<file path="config.mk">
export PLATFORM = sky130hd
export DESIGN_NAME = murmur3_32_hash_core
export DESIGN_NICKNAME = d
export VERILOG_FILES = /design/src/sv/mm3_pkg.sv /design/src/sv/murmur3_32_hash_core.sv /design/src/sv/mm3_front.sv /design/src/sv/mm3_fifo.sv /design/src/sv/mm3_back.sv
export SDC_FILE = /design/constraint.sdc
export NUM_CORES = 2
export LEC_CHECK = 0
export BUFFER_PORTS_ARGS = -buffer_cell sky130_fd_sc_hd__buf_2
export CAP_MARGIN = 20
export CORE_ASPECT_RATIO = 1.5
export CORE_UTILIZATION = 65
export DETAILED_ROUTE_END_ITERATION = 10
export PLACE_DENSITY = 0.82
export SLEW_MARGIN = 10
export SYNTH_ARGS = -nofsm -noshare
export SYNTH_HDL_FRONTEND = slang
export SYNTH_SLANG_ARGS = --single-unit
</file>
<file path="constraint.sdc">
create_clock -name clk -period 8.1 [get_ports clk]
set_clock_uncertainty 0.1 [all_clocks]
set_input_delay 0.405 -clock clk [delete_from_list [all_inputs] [get_ports clk]]
set_output_delay 0.405 -clock clk [all_outputs]
set_load 0.02 [all_outputs]
</file>
<file path="src/sv/mm3_pkg.sv">
`default_nettype none

package mm3_pkg;

    localparam logic [31:0] MM3_C1 = 32'hcc9e2d51;
    localparam logic [31:0] MM3_C2 = 32'h1b873593;
    localparam logic [31:0] MM3_N  = 32'he6546b64;
    localparam logic [31:0] MM3_F1 = 32'h85ebca6b;
    localparam logic [31:0] MM3_F2 = 32'hc2b2ae35;

    localparam logic [2:0] MM3_FULL_WORD = 3'd4;

    localparam int Q_DEPTH = 4;
    localparam int Q_AW    = $clog2(Q_DEPTH);

    // one mixed key on its way from the front to the back
    typedef struct packed {
        logic [31:0] k;
        logic [2:0]  vb;
        logic        last;
    } mm3_item_t;

    typedef struct packed {
        logic full;
        logic empty;
    } mm3_q_status_t;

endpackage

`default_nettype wire

</file>
<file path="src/sv/murmur3_32_hash_core.sv">
// murmur3_32_hash_core: streaming MurmurHash3 x86_32, seed zero
//
// input channel (in_valid/in_ready): one 32-bit little-endian word per
// transfer with valid_bytes (0..4, larger counts act as 4) and last.
// a word of one to three bytes is mixed as a tail; zero bytes add nothing.
// output channel (out_valid/out_ready): one hash per message, sent after
// the transfer that carries last; a message of zero bytes gives 0.
//
// the front runs the two key multiplies in a two-stage pipeline and
// feeds a four-entry queue; the back folds one key per cycle into the
// running hash, so words stream at one per cycle except while the back
// finalizes a message (fold, two fmix multiply steps, output load).
// the last word passes both front stages, the queue, the fold, both
// fmix multiply steps and the output register before out_valid rises.
// a stalled receiver holds the hash in the output register while the
// back keeps folding words of the next message; once the next final hash
// is ready it waits, the queue fills and in_ready drops.
// reset clears the pipeline, the queue, the running hash and byte count.
`default_nettype none

module murmur3_32_hash_core (
    input  wire logic        clk,
    input  wire logic        rst_n,
    input  wire logic        in_valid,
    output logic             in_ready,
    input  wire logic [31:0] word,
    input  wire logic [2:0]  valid_bytes,
    input  wire logic        last,
    output logic             out_valid,
    input  wire logic        out_ready,
    output logic [31:0]      hash
);
    import mm3_pkg::*;

    logic          q_push;
    logic          q_pop;
    mm3_item_t     push_item;
    mm3_item_t     head;
    mm3_q_status_t q_stat;

    mm3_front u_front (
        .clk         (clk),
        .rst_n       (rst_n),
        .in_valid    (in_valid),
        .in_ready    (in_ready),
        .word        (word),
        .valid_bytes (valid_bytes),
        .last        (last),
        .push        (q_push),
        .push_item   (push_item),
        .q_stat      (q_stat)
    );

    mm3_fifo u_fifo (
        .clk       (clk),
        .rst_n     (rst_n),
        .push      (q_push),
        .push_item (push_item),
        .pop       (q_pop),
        .head      (head),
        .q_stat    (q_stat)
    );

    mm3_back u_back (
        .clk       (clk),
        .rst_n     (rst_n),
        .head      (head),
        .q_stat    (q_stat),
        .pop       (q_pop),
        .out_valid (out_valid),
        .out_ready (out_ready),
        .hash      (hash)
    );

`ifndef SYNTHESIS
    a_push_not_full: assert property (@(posedge clk) disable iff (!rst_n)
        q_push |-> !q_stat.full)
        else $error("queue written while full");

    a_pop_not_empty: assert property (@(posedge clk) disable iff (!rst_n)
        q_pop |-> !q_stat.empty)
        else $error("queue read while empty");

    a_q_status: assert property (@(posedge clk) disable iff (!rst_n)
        !(q_stat.full && q_stat.empty))
        else $error("queue both full and empty");

    a_last_to_out: assert property (@(posedge clk) disable iff (!rst_n)
        (q_pop && head.last) |=> !q_pop ##1 !q_pop)
        else $error("back read the queue during finalization");
`endif

endmodule

`default_nettype wire

</file>
<file path="src/sv/mm3_front.sv">
`default_nettype none

module mm3_front (
    input  wire logic                clk,
    input  wire logic                rst_n,
    input  wire logic                in_valid,
    output logic                     in_ready,
    input  wire logic [31:0]         word,
    input  wire logic [2:0]          valid_bytes,
    input  wire logic                last,
    output logic                     push,
    output mm3_pkg::mm3_item_t       push_item,
    input  wire mm3_pkg::mm3_q_status_t q_stat
);
    import mm3_pkg::*;

    logic        s1_valid_reg, s1_valid_next;
    logic [31:0] s1_k_reg;
    logic [2:0]  s1_vb_reg;
    logic        s1_last_reg;
    logic        s2_valid_reg, s2_valid_next;
    logic [31:0] s2_k_reg;
    logic [2:0]  s2_vb_reg;
    logic        s2_last_reg;

    logic [2:0]  vb_sat;
    logic [31:0] masked;
    logic        s1_load;
    logic        s2_load;

    always_comb
    begin
        case (valid_bytes) inside
            [3'd4:3'd7]: vb_sat = MM3_FULL_WORD;
            default:     vb_sat = valid_bytes;
        endcase
        case (vb_sat)
            3'd1:    masked = {24'd0, word[7:0]};
            3'd2:    masked = {16'd0, word[15:0]};
            3'd3:    masked = {8'd0, word[23:0]};
            3'd4:    masked = word;
            default: masked = 32'd0;
        endcase
    end

    assign push      = s2_valid_reg && !q_stat.full;
    assign push_item = '{k: s2_k_reg, vb: s2_vb_reg, last: s2_last_reg};

    assign s2_load  = s1_valid_reg && (!s2_valid_reg || push);
    assign in_ready = !s1_valid_reg || s2_load;
    assign s1_load  = in_valid && in_ready;

    always_comb
    begin
        s1_valid_next = s1_load ? 1'b1 : (s2_load ? 1'b0 : s1_valid_reg);
        s2_valid_next = s2_load ? 1'b1 : (push ? 1'b0 : s2_valid_reg);
    end

    always_ff @(posedge clk or negedge rst_n)
    begin
        if (!rst_n)
        begin
            s1_valid_reg <= 1'b0;
            s2_valid_reg <= 1'b0;
        end
        else
        begin
            s1_valid_reg <= s1_valid_next;
            s2_valid_reg <= s2_valid_next;
        end
    end

    // k * c1, then rotl 15 and * c2 one stage later
    always_ff @(posedge clk)
    begin
        if (s1_load)
        begin
            s1_k_reg    <= masked * MM3_C1;
            s1_vb_reg   <= vb_sat;
            s1_last_reg <= last;
        end
        if (s2_load)
        begin
            s2_k_reg    <= {s1_k_reg[16:0], s1_k_reg[31:17]} * MM3_C2;
            s2_vb_reg   <= s1_vb_reg;
            s2_last_reg <= s1_last_reg;
        end
    end

endmodule

`default_nettype wire

</file>
<file path="src/sv/mm3_fifo.sv">
`default_nettype none

module mm3_fifo (
    input  wire logic                   clk,
    input  wire logic                   rst_n,
    input  wire logic                   push,
    input  wire mm3_pkg::mm3_item_t     push_item,
    input  wire logic                   pop,
    output mm3_pkg::mm3_item_t          head,
    output mm3_pkg::mm3_q_status_t      q_stat
);
    import mm3_pkg::*;

    mm3_item_t       mem_reg [Q_DEPTH];
    logic [Q_AW-1:0] wr_ptr_reg, wr_ptr_next;
    logic [Q_AW-1:0] rd_ptr_reg, rd_ptr_next;
    logic [Q_AW:0]   count_reg, count_next;

    assign head         = mem_reg[rd_ptr_reg];
    assign q_stat.full  = (count_reg == (Q_AW+1)'(Q_DEPTH));
    assign q_stat.empty = (count_reg == '0);

    always_comb
    begin
        wr_ptr_next = push ? ((wr_ptr_reg == Q_AW'(Q_DEPTH - 1)) ? '0 : wr_ptr_reg + 1'b1)
                           : wr_ptr_reg;
        rd_ptr_next = pop ? ((rd_ptr_reg == Q_AW'(Q_DEPTH - 1)) ? '0 : rd_ptr_reg + 1'b1)
                          : rd_ptr_reg;
        count_next  = count_reg;
        if (push && !pop)
            count_next = count_reg + 1'b1;
        else if (pop && !push)
            count_next = count_reg - 1'b1;
    end

    always_ff @(posedge clk or negedge rst_n)
    begin
        if (!rst_n)
        begin
            wr_ptr_reg <= '0;
            rd_ptr_reg <= '0;
            count_reg  <= '0;
        end
        else
        begin
            wr_ptr_reg <= wr_ptr_next;
            rd_ptr_reg <= rd_ptr_next;
            count_reg  <= count_next;
        end
    end

    always_ff @(posedge clk)
    begin
        if (push)
            mem_reg[wr_ptr_reg] <= push_item;
    end

endmodule

`default_nettype wire

</file>
<file path="src/sv/mm3_back.sv">
`default_nettype none

module mm3_back (
    input  wire logic                   clk,
    input  wire logic                   rst_n,
    input  wire mm3_pkg::mm3_item_t     head,
    input  wire mm3_pkg::mm3_q_status_t q_stat,
    output logic                        pop,
    output logic                        out_valid,
    input  wire logic                   out_ready,
    output logic [31:0]                 hash
);
    import mm3_pkg::*;

    typedef enum logic [3:0] {
        ST_RUN  = 4'b0001,
        ST_MUL1 = 4'b0010,
        ST_MUL2 = 4'b0100,
        ST_OUT  = 4'b1000
    } mm3_back_state_t;

    mm3_back_state_t state_reg, state_next;
    logic [31:0]     h_reg, h_next;
    logic [31:0]     cnt_reg, cnt_next;
    logic            out_valid_reg, out_valid_next;
    logic            zero_reg;
    logic [31:0]     fin_reg;
    logic [31:0]     hash_reg;

    logic [31:0] hx;
    logic [31:0] hr;
    logic [31:0] h_upd;
    logic [31:0] cnt_upd;
    logic [31:0] f0;
    logic [31:0] f1;
    logic        out_load;

    assign pop = (state_reg == ST_RUN) && !q_stat.empty;

    always_comb
    begin
        hx = h_reg ^ head.k;
        hr = {hx[18:0], hx[31:19]};
        case (head.vb)
            MM3_FULL_WORD: h_upd = {hr[29:0], 2'b00} + hr + MM3_N;
            3'd0:          h_upd = h_reg;
            default:       h_upd = hx;
        endcase
        cnt_upd = cnt_reg + {29'd0, head.vb};
        f0      = h_upd ^ cnt_upd;
        f0      = f0 ^ {16'd0, f0[31:16]};
        f1      = fin_reg ^ {13'd0, fin_reg[31:13]};
    end

    assign out_load = (state_reg == ST_OUT) && (!out_valid_reg || out_ready);

    always_comb
    begin
        state_next     = state_reg;
        h_next         = h_reg;
        cnt_next       = cnt_reg;
        out_valid_next = out_valid_reg;
        if (out_valid_reg && out_ready)
            out_valid_next = 1'b0;
        case (state_reg)
            ST_RUN:
            begin
                if (pop)
                begin
                    if (head.last)
                    begin
                        h_next     = '0;
                        cnt_next   = '0;
                        state_next = ST_MUL1;
                    end
                    else
                    begin
                        h_next   = h_upd;
                        cnt_next = cnt_upd;
                    end
                end
            end
            ST_MUL1: state_next = ST_MUL2;
            ST_MUL2: state_next = ST_OUT;
            ST_OUT:
            begin
                if (out_load)
                begin
                    out_valid_next = 1'b1;
                    state_next     = ST_RUN;
                end
            end
            default: state_next = ST_RUN;
        endcase
    end

    always_ff @(posedge clk or negedge rst_n)
    begin
        if (!rst_n)
        begin
            state_reg     <= ST_RUN;
            h_reg         <= '0;
            cnt_reg       <= '0;
            out_valid_reg <= 1'b0;
        end
        else
        begin
            state_reg     <= state_next;
            h_reg         <= h_next;
            cnt_reg       <= cnt_next;
            out_valid_reg <= out_valid_next;
        end
    end

    // fmix32: one multiply per cycle
    always_ff @(posedge clk)
    begin
        if (pop && head.last)
        begin
            fin_reg  <= f0;
            zero_reg <= (cnt_upd == '0);
        end
        else if (state_reg == ST_MUL1)
            fin_reg <= fin_reg * MM3_F1;
        else if (state_reg == ST_MUL2)
            fin_reg <= f1 * MM3_F2;
        if (out_load)
            hash_reg <= zero_reg ? 32'd0 : (fin_reg ^ {16'd0, fin_reg[31:16]});
    end

    assign out_valid = out_valid_reg;
    assign hash      = hash_reg;

endmodule

`default_nettype wire

</file>
# [Word-level counts from Yosys, hierarchy flattened]
# Memory sizes are Yosys's and may differ from the RTL's.
# Cells that the tools add are included.
[op_classes] add_sub_neg=7 n_mul=4 n_lt_le_gt_ge=2 eq_ne=15 n_mux=25 n_bitwise=5 reduce_logical=29
[op_table] operator="2-to-1 mux 32 bit" n=5
[op_table] operator="one-hot mux 32 bit (4 select lines)" n=1
[op_table] operator="multiplier 32 x 31 -> 32 bit (second input constant)" n=2
[op_table] operator="one-hot mux 32 bit (2 select lines)" n=1
[op_table] operator="XOR 32 x 16 -> 32 bit" n=2
[op_table] operator="XOR 32 bit" n=2
[op_table] operator="adder 32 x 3 -> 32 bit" n=1
[op_table] operator="adder 32 bit" n=1
[op_table] operator="adder 32 bit (second input constant)" n=1
[op_table] operator="logical NOT 32 bit" n=1
[op_table] operator="multiplier 32 x 29 -> 32 bit (second input constant)" n=1
[op_table] operator="multiplier 32 x 32 -> 32 bit (second input constant)" n=1
[op_table] operator="XOR 32 x 19 -> 32 bit" n=1
[op_table] operator="one-hot mux 4 bit (4 select lines)" n=1
[op_table] operator="2-to-1 mux 4 bit" n=3
[op_table] operator="logical AND 1 bit" n=10
[op_table] operator="== test 3 bit (second input constant)" n=3
[op_table] operator="2-to-1 mux 1 bit" n=9
[op_table] operator="2-to-1 mux 3 bit" n=3
[op_table] operator="logical NOT 1 bit" n=7
[op_table] operator="== test 3 x 2 -> 1 bit (second input constant)" n=2
[op_table] operator="logical NOT 3 bit" n=2
[op_table] operator="!= test 2 x 1 -> 1 bit (second input constant)" n=3
[op_table] operator="nonzero test 2 bit" n=3
[op_table] operator="other kinds (16)" n=21
[word_totals] ff_bits=215 mem_bits_rw=144 in_bits=40 word_cells=106 n_memories=1
[memory_table] memory="u_fifo.mem_reg" depth=4 word_bits=36 rd=1 rd_ports_with_merged_regs=0 wr=1 line_no="mm3_fifo.sv:14" source="mm3_item_t mem_reg [Q_DEPTH];"

# [Longest topological paths before layout]
[depth] word_depth=8 depth_mapped=29

# [By module]
# From an unflattened synthesis, not the netlist that was laid out.
[hier_totals] hier_cells=4946 hier_area_um2=51678.3
[modules_own_cells] module="mm3_back" n_inst=1 cells_each=2941 area_per_inst_um2=27398.8 seq_area_each_um2=3679.8
[modules_own_cells] module="mm3_front" n_inst=1 cells_each=1780 area_per_inst_um2=18659.1 seq_area_each_um2=2212.1
[modules_own_cells] module="mm3_fifo" n_inst=1 cells_each=225 area_per_inst_um2=5620.4 seq_area_each_um2=4499.3

# [Worst setup path before layout]
# No wires, ideal clock.
[synth_path] kind="input to register" from="in valid_bytes[2]" to="reg u_front.s1_k_reg[30], data pin" setup_time_ns=0.258 arrival_ns=6.709 path_slack_ns=1.033 stages=25 path_buffers=2 path_cell_list="or2_2 -> clkbuf_1 -> clkbuf_1 -> and2_1 -> ha_1 -> ha_1 -> a21o_1 -> fa_1 -> inv_1 -> fa_1 -> inv_1 -> fa_1 -> fa_1 -> inv_1 -> fa_1 -> inv_1 -> ha_1 -> ha_1 -> a21o_1 -> a2111oi_0 -> a21boi_0 -> o21bai_1 -> a211o_1 -> a21oi_1 -> xnor2_1"
[synth_between] elab_chain_len=6 word_cells_on_any_way=10
[synth_lines] item="start: declaration" line_no="murmur3_32_hash_core.sv:27" source="input wire logic [2:0] valid_bytes,"
[synth_lines] item="greater-or-equal comparator 3 bit (no source line) / less-or-equal comparator 3 bit (equally long branches)"
[synth_lines] item="logical AND 1 bit (no source line)"
[synth_lines] item="2-to-1 mux 3 bit (*)" line_no="mm3_front.sv:33" source="case (valid_bytes) inside"
[synth_lines] item="== test 3 bit (tied with other cells)" line_no="mm3_front.sv:37" source="case (vb_sat)"
[synth_lines] item="one-hot mux 32 bit (4 select lines) (*)" line_no="mm3_front.sv:37"
[synth_lines] item="multiplier 32 x 31 -> 32 bit (*)" line_no="mm3_front.sv:78" source="s1_k_reg <= masked * MM3_C1;"
[synth_lines] item="end signal: assignment" line_no="mm3_front.sv:78"
[synth_lines] item="end: declaration" line_no="mm3_front.sv:18" source="logic [31:0] s1_k_reg;"
# Mark *: on every way between the ends. The rest lies on a longest branch, timed or not.
# A chain may end at the register's enable or synchronous reset.

# [Worst setup path after layout]
[layout_path] from="reg u_back.fin_reg[18]" to="reg u_back.fin_reg[31], data pin"
[layout_between] elab_chain_len=5 word_cells_on_any_way=6
[layout_lines] item="start: declaration" line_no="mm3_back.sv:27" source="logic [31:0] fin_reg;"
[layout_lines] item="start signal: assignment" line_no="mm3_back.sv:124" source="fin_reg <= fin_reg * MM3_F1;"
[layout_lines] item="start signal: assignment" line_no="mm3_back.sv:126" source="fin_reg <= f1 * MM3_F2;"
[layout_lines] item="XOR 32 x 19 -> 32 bit" line_no="mm3_back.sv:52" source="f1 = fin_reg ^ {13'd0, fin_reg[31:13]};"
[layout_lines] item="multiplier 32 x 31 -> 32 bit" line_no="mm3_back.sv:126"
[layout_lines] item="2-to-1 mux 32 bit" line_no="mm3_back.sv:125" source="else if (state_reg == ST_MUL2)"
[layout_lines] item="2-to-1 mux 32 bit (*)" line_no="mm3_back.sv:123" source="else if (state_reg == ST_MUL1)"
[layout_lines] item="2-to-1 mux 32 bit (*)" line_no="mm3_back.sv:118" source="if (pop && head.last)"
# Mark *: on every way between the ends. The rest lies on a longest branch, timed or not. The select of a mux whose other input is x is not followed.

==> summary.md <==
| Metric | Value |
|---|---|
| Outcome | `finished clean` |
| Slew HR | `10.4%` |
| Cell area after synthesis | `0.0510 mm^2` |
| CTS clk-pin slew, worst paths | `0.06 ns` |
| Via count | `34.7k` |
| Port bufs | `73` |
| Mean post-synth cell area | `10.5 um^2` |
| Final worst path period share | `94.4%` |
| Setup TNS | `0 ns` |
| GR Overflow Total | `0` |
| Post-synthesis cell count | `4,857` |
| Most frequent cells in the layout | `inv_1 (1,287), ha_1 (803), fa_1 (729)` |
| Ys Warns | `0` |
| Dpl hpwl | `122 mm` |
| First-pass GRT wire length | `220 mm` |
| Worst hold path type | `primary input to flip-flop` |
| XOR/XNOR share of the synthesized area | `6.82%` |
| Resized cells post-CTS | `0` |
| Clock Root Buffer | `clkbuf_16` |
| Largest family of logic cells by synthesized area | `adder cells` |
| Via-per-instance ratio | `5.78` |
| DP Area | `0.0529 mm^2` |
| CP arrival | `7.94 ns` |
| CTS tree | `built` |
| Worst-path maximum fanout | `9` |
| Slowest stage cell on the critical path | `edfxtp_1` |
| CP endpoint kind | `flip-flop` |
| Initial drt markers | `2,121` |
| Routed length per placed instance | `23.7 um` |
| Final Hold Fails | `0` |
| Pin count of the biggest net entering global routing | `67` |
| Simple-gate portion of the synthesized area | `5.69%` |
| Die area | `0.0796 mm^2` |
| GRT busiest layer | `met2` |
| Antenna Nets Post-Route | `0` |
| Tmin final | `7.64 ns` |
| DRC | `0` |
| Main flop type after synthesis | `edfxtp_1` |
| Startpoint types | `flip-flop` |
| FFs w/ async S/R, synth | `21.7%` |
| Adder-Cell Fraction of Synth Area | `48.3%` |
| Final setup violation count | `0` |
| Post-synth EDFFs | `281` |
| # nets final | `6,533` |
| Setup CP Type | `flip-flop to flip-flop` |
| Met2 Track Usage GR | `68.4%` |
| Antenna diodes | `0` |
| Largest register FFs | `144` |
| Clock latency on the worst-skew pair | `0.59 ns` |
| Yosys reg bits | `359` |
| Initial antenna violation count | `1` |
| Mux contribution to synthesized area | `1.79%` |
| Hold Buf Count CTS | `3` |
| Share of layout cells above drive strength 1 | `5.51%` |
| Critical path data required time | `8.39 ns` |
| Die height | `345 um` |
| Die X | `231 um` |
| Max_cap viols | `0` |
| First-pass DRT Iterations | `6` |
| Slowest stage delay, CP | `0.73 ns` |
| Most frequent CP cell | `fa_1` |
| I/O pins | `74` |
| Post-CTS setup buffers | `0` |
| Num rows | `125` |
| Hold WS | `0.0289 ns` |
| # clock sinks | `359` |
| Core ar. | `0.0776 mm^2` |
| Drt total wl | `142 mm` |
| Peak Freq | `131 MHz` |
| Post-synthesis sequential area ratio | `20.4%` |
| Syn_nets | `6,429` |
| GR Util met3 | `4.43%` |
| Worst slew pin tran | `1.34 ns` |
| Synth-to-Final Area Change | `6.12%` |
| Commonest non-fill, non-tap cell in the layout | `inv_1` |
| Grt met1 use | `36.2%` |
| Final Cell Area | `0.0541 mm^2` |
| Vias in the first global route | `39.0k` |
| Tot GR Track Use | `37.4%` |
| Cell variety after synth | `86` |
| H-tree levels | `2` |
| Final Max Slew Viols | `0` |
| RSZ-0062 raised after global routing | `false` |
| Gpl congestion | `1.00` |
| Core Util, Final | `69.8%` |
| Clock Path Buffers | `3` |
| TritonCTS Buffers | `37` |
| Compound-Gate Fraction of Synth Area | `6.94%` |
| Initial core utilization | `65.8%` |
## area by class of cell
class,count,area (um^2)
Timing Repair Buffer,143,921
Inverter,1288,4830
Sequential cell,359,10400
Clock inverter,21,251
Fill cell,5850,23400
Clock buffer,44,962
Multi-Input combinational cell,3132,35500
Tap cell,1016,1270
## worst max-delay path: cells and delay by family, from the launching register on
kind / cells / cell delay [ns]
buffers and inverters: 5 / 0.53
AND/OR/NAND/NOR: 3 / 0.37
adder cells (fa/ha/maj): 9 / 3.88
XOR/XNOR: 2 / 0.47
AO/OA/AOI/OAI: 6 / 1.37
flip-flops: 1 / 0.73
## synthesized netlist by cell type, types with 9 or more instances
cell type,n,share of area [%]
a31oi_1,15,0.18
ha_1,803,20
a221oi_1,9,0.15
or3_1,9,0.11
nand2b_1,25,0.31
o31ai_1,15,0.22
and3_1,28,0.34
o21ai_1,30,0.29
nor2_1,165,1.2
nand3_1,44,0.43
a22o_1,18,0.31
o21ai_0,127,1.2
and2_1,37,0.45
nand4_1,15,0.18
a211o_1,9,0.15
nor2b_1,29,0.36
fa_1,729,29
o21bai_1,15,0.22
a21o_1,51,0.75
xnor2_1,276,4.7
o21a_1,30,0.44
dfrtp_1,77,3.8
a211oi_1,22,0.32
o211ai_1,15,0.22
nand2_1,183,1.3
inv_1,1287,9.5
xor2_1,117,2.0
buf_2,9,0.088
a21oi_1,144,1.4
mux4_2,36,1.6
nor3_1,29,0.28
clkbuf_1,62,0.46
edfxtp_1,281,17
## final timing paths
check / startpoint / end / slack (ns) / cells after the start
max in group asynchronous: rst_n / u_back.h_reg[15]$_DFFE_PN0P_ / 6.59 / 3
setup reg to reg: u_back.fin_reg[18]$_DFFE_PP_ / u_back.fin_reg[31]$_DFFE_PP_ / 0.46 / 25
hold / removal: out_ready / u_back.out_valid$_DFF_PN0_ / 0.03 / 3
hold reg to reg: u_front.s1_vb_reg[0]$_DFFE_PP_ / u_front.s2_vb_reg[0]$_DFFE_PP_ / 0.32 / 0
min in group asynchronous: rst_n / u_back.out_valid$_DFF_PN0_ / 0.19 / 2
setup / recovery: u_back.fin_reg[18]$_DFFE_PP_ / u_back.fin_reg[31]$_DFFE_PP_ / 0.46 / 25
## per-layer routing
| metal | vias to the layer above | part of all wire [%] |
|---|---|---|
| li1 | 15693 | - |
| met1 | 17122 | 32 |
| met2 | 1271 | 53 |
| met3 | 605 | 4.2 |
| met4 | 0 | 11 |
| met5 | - | 0 |
## cell families (layout without fill, tap and decap cells)
kind of cell / count (synthesis) / in the layout
adders and majority gates: 1532 / 1532
buffers and inverters: 1366 / 1496
and+or+nand+nor: 602 / 602
AOI/OAI and AO/OA: 557 / 557
xor gates and xnor gates: 395 / 395
DFF: 359 / 359
muxes: 46 / 46
## stage by stage
| stage | setup slack (ns) | std cells |
|---|---|---|
| 2_1_floorplan | 1.03 | 4857 |
| 3_3_place_gp | 0.354 | 5934 |
| 3_5_place_dp | 0.282 | 5934 |
| 4_1_cts | 0.481 | 6002 |
| 5_1_grt | 0.0349 | 6003 |
| 6_report | 0.457 | 6003 |
Power is left out: the tool's default activity adds up to more than one toggle a clock period on the data nets, which glitch-free logic cannot reach.
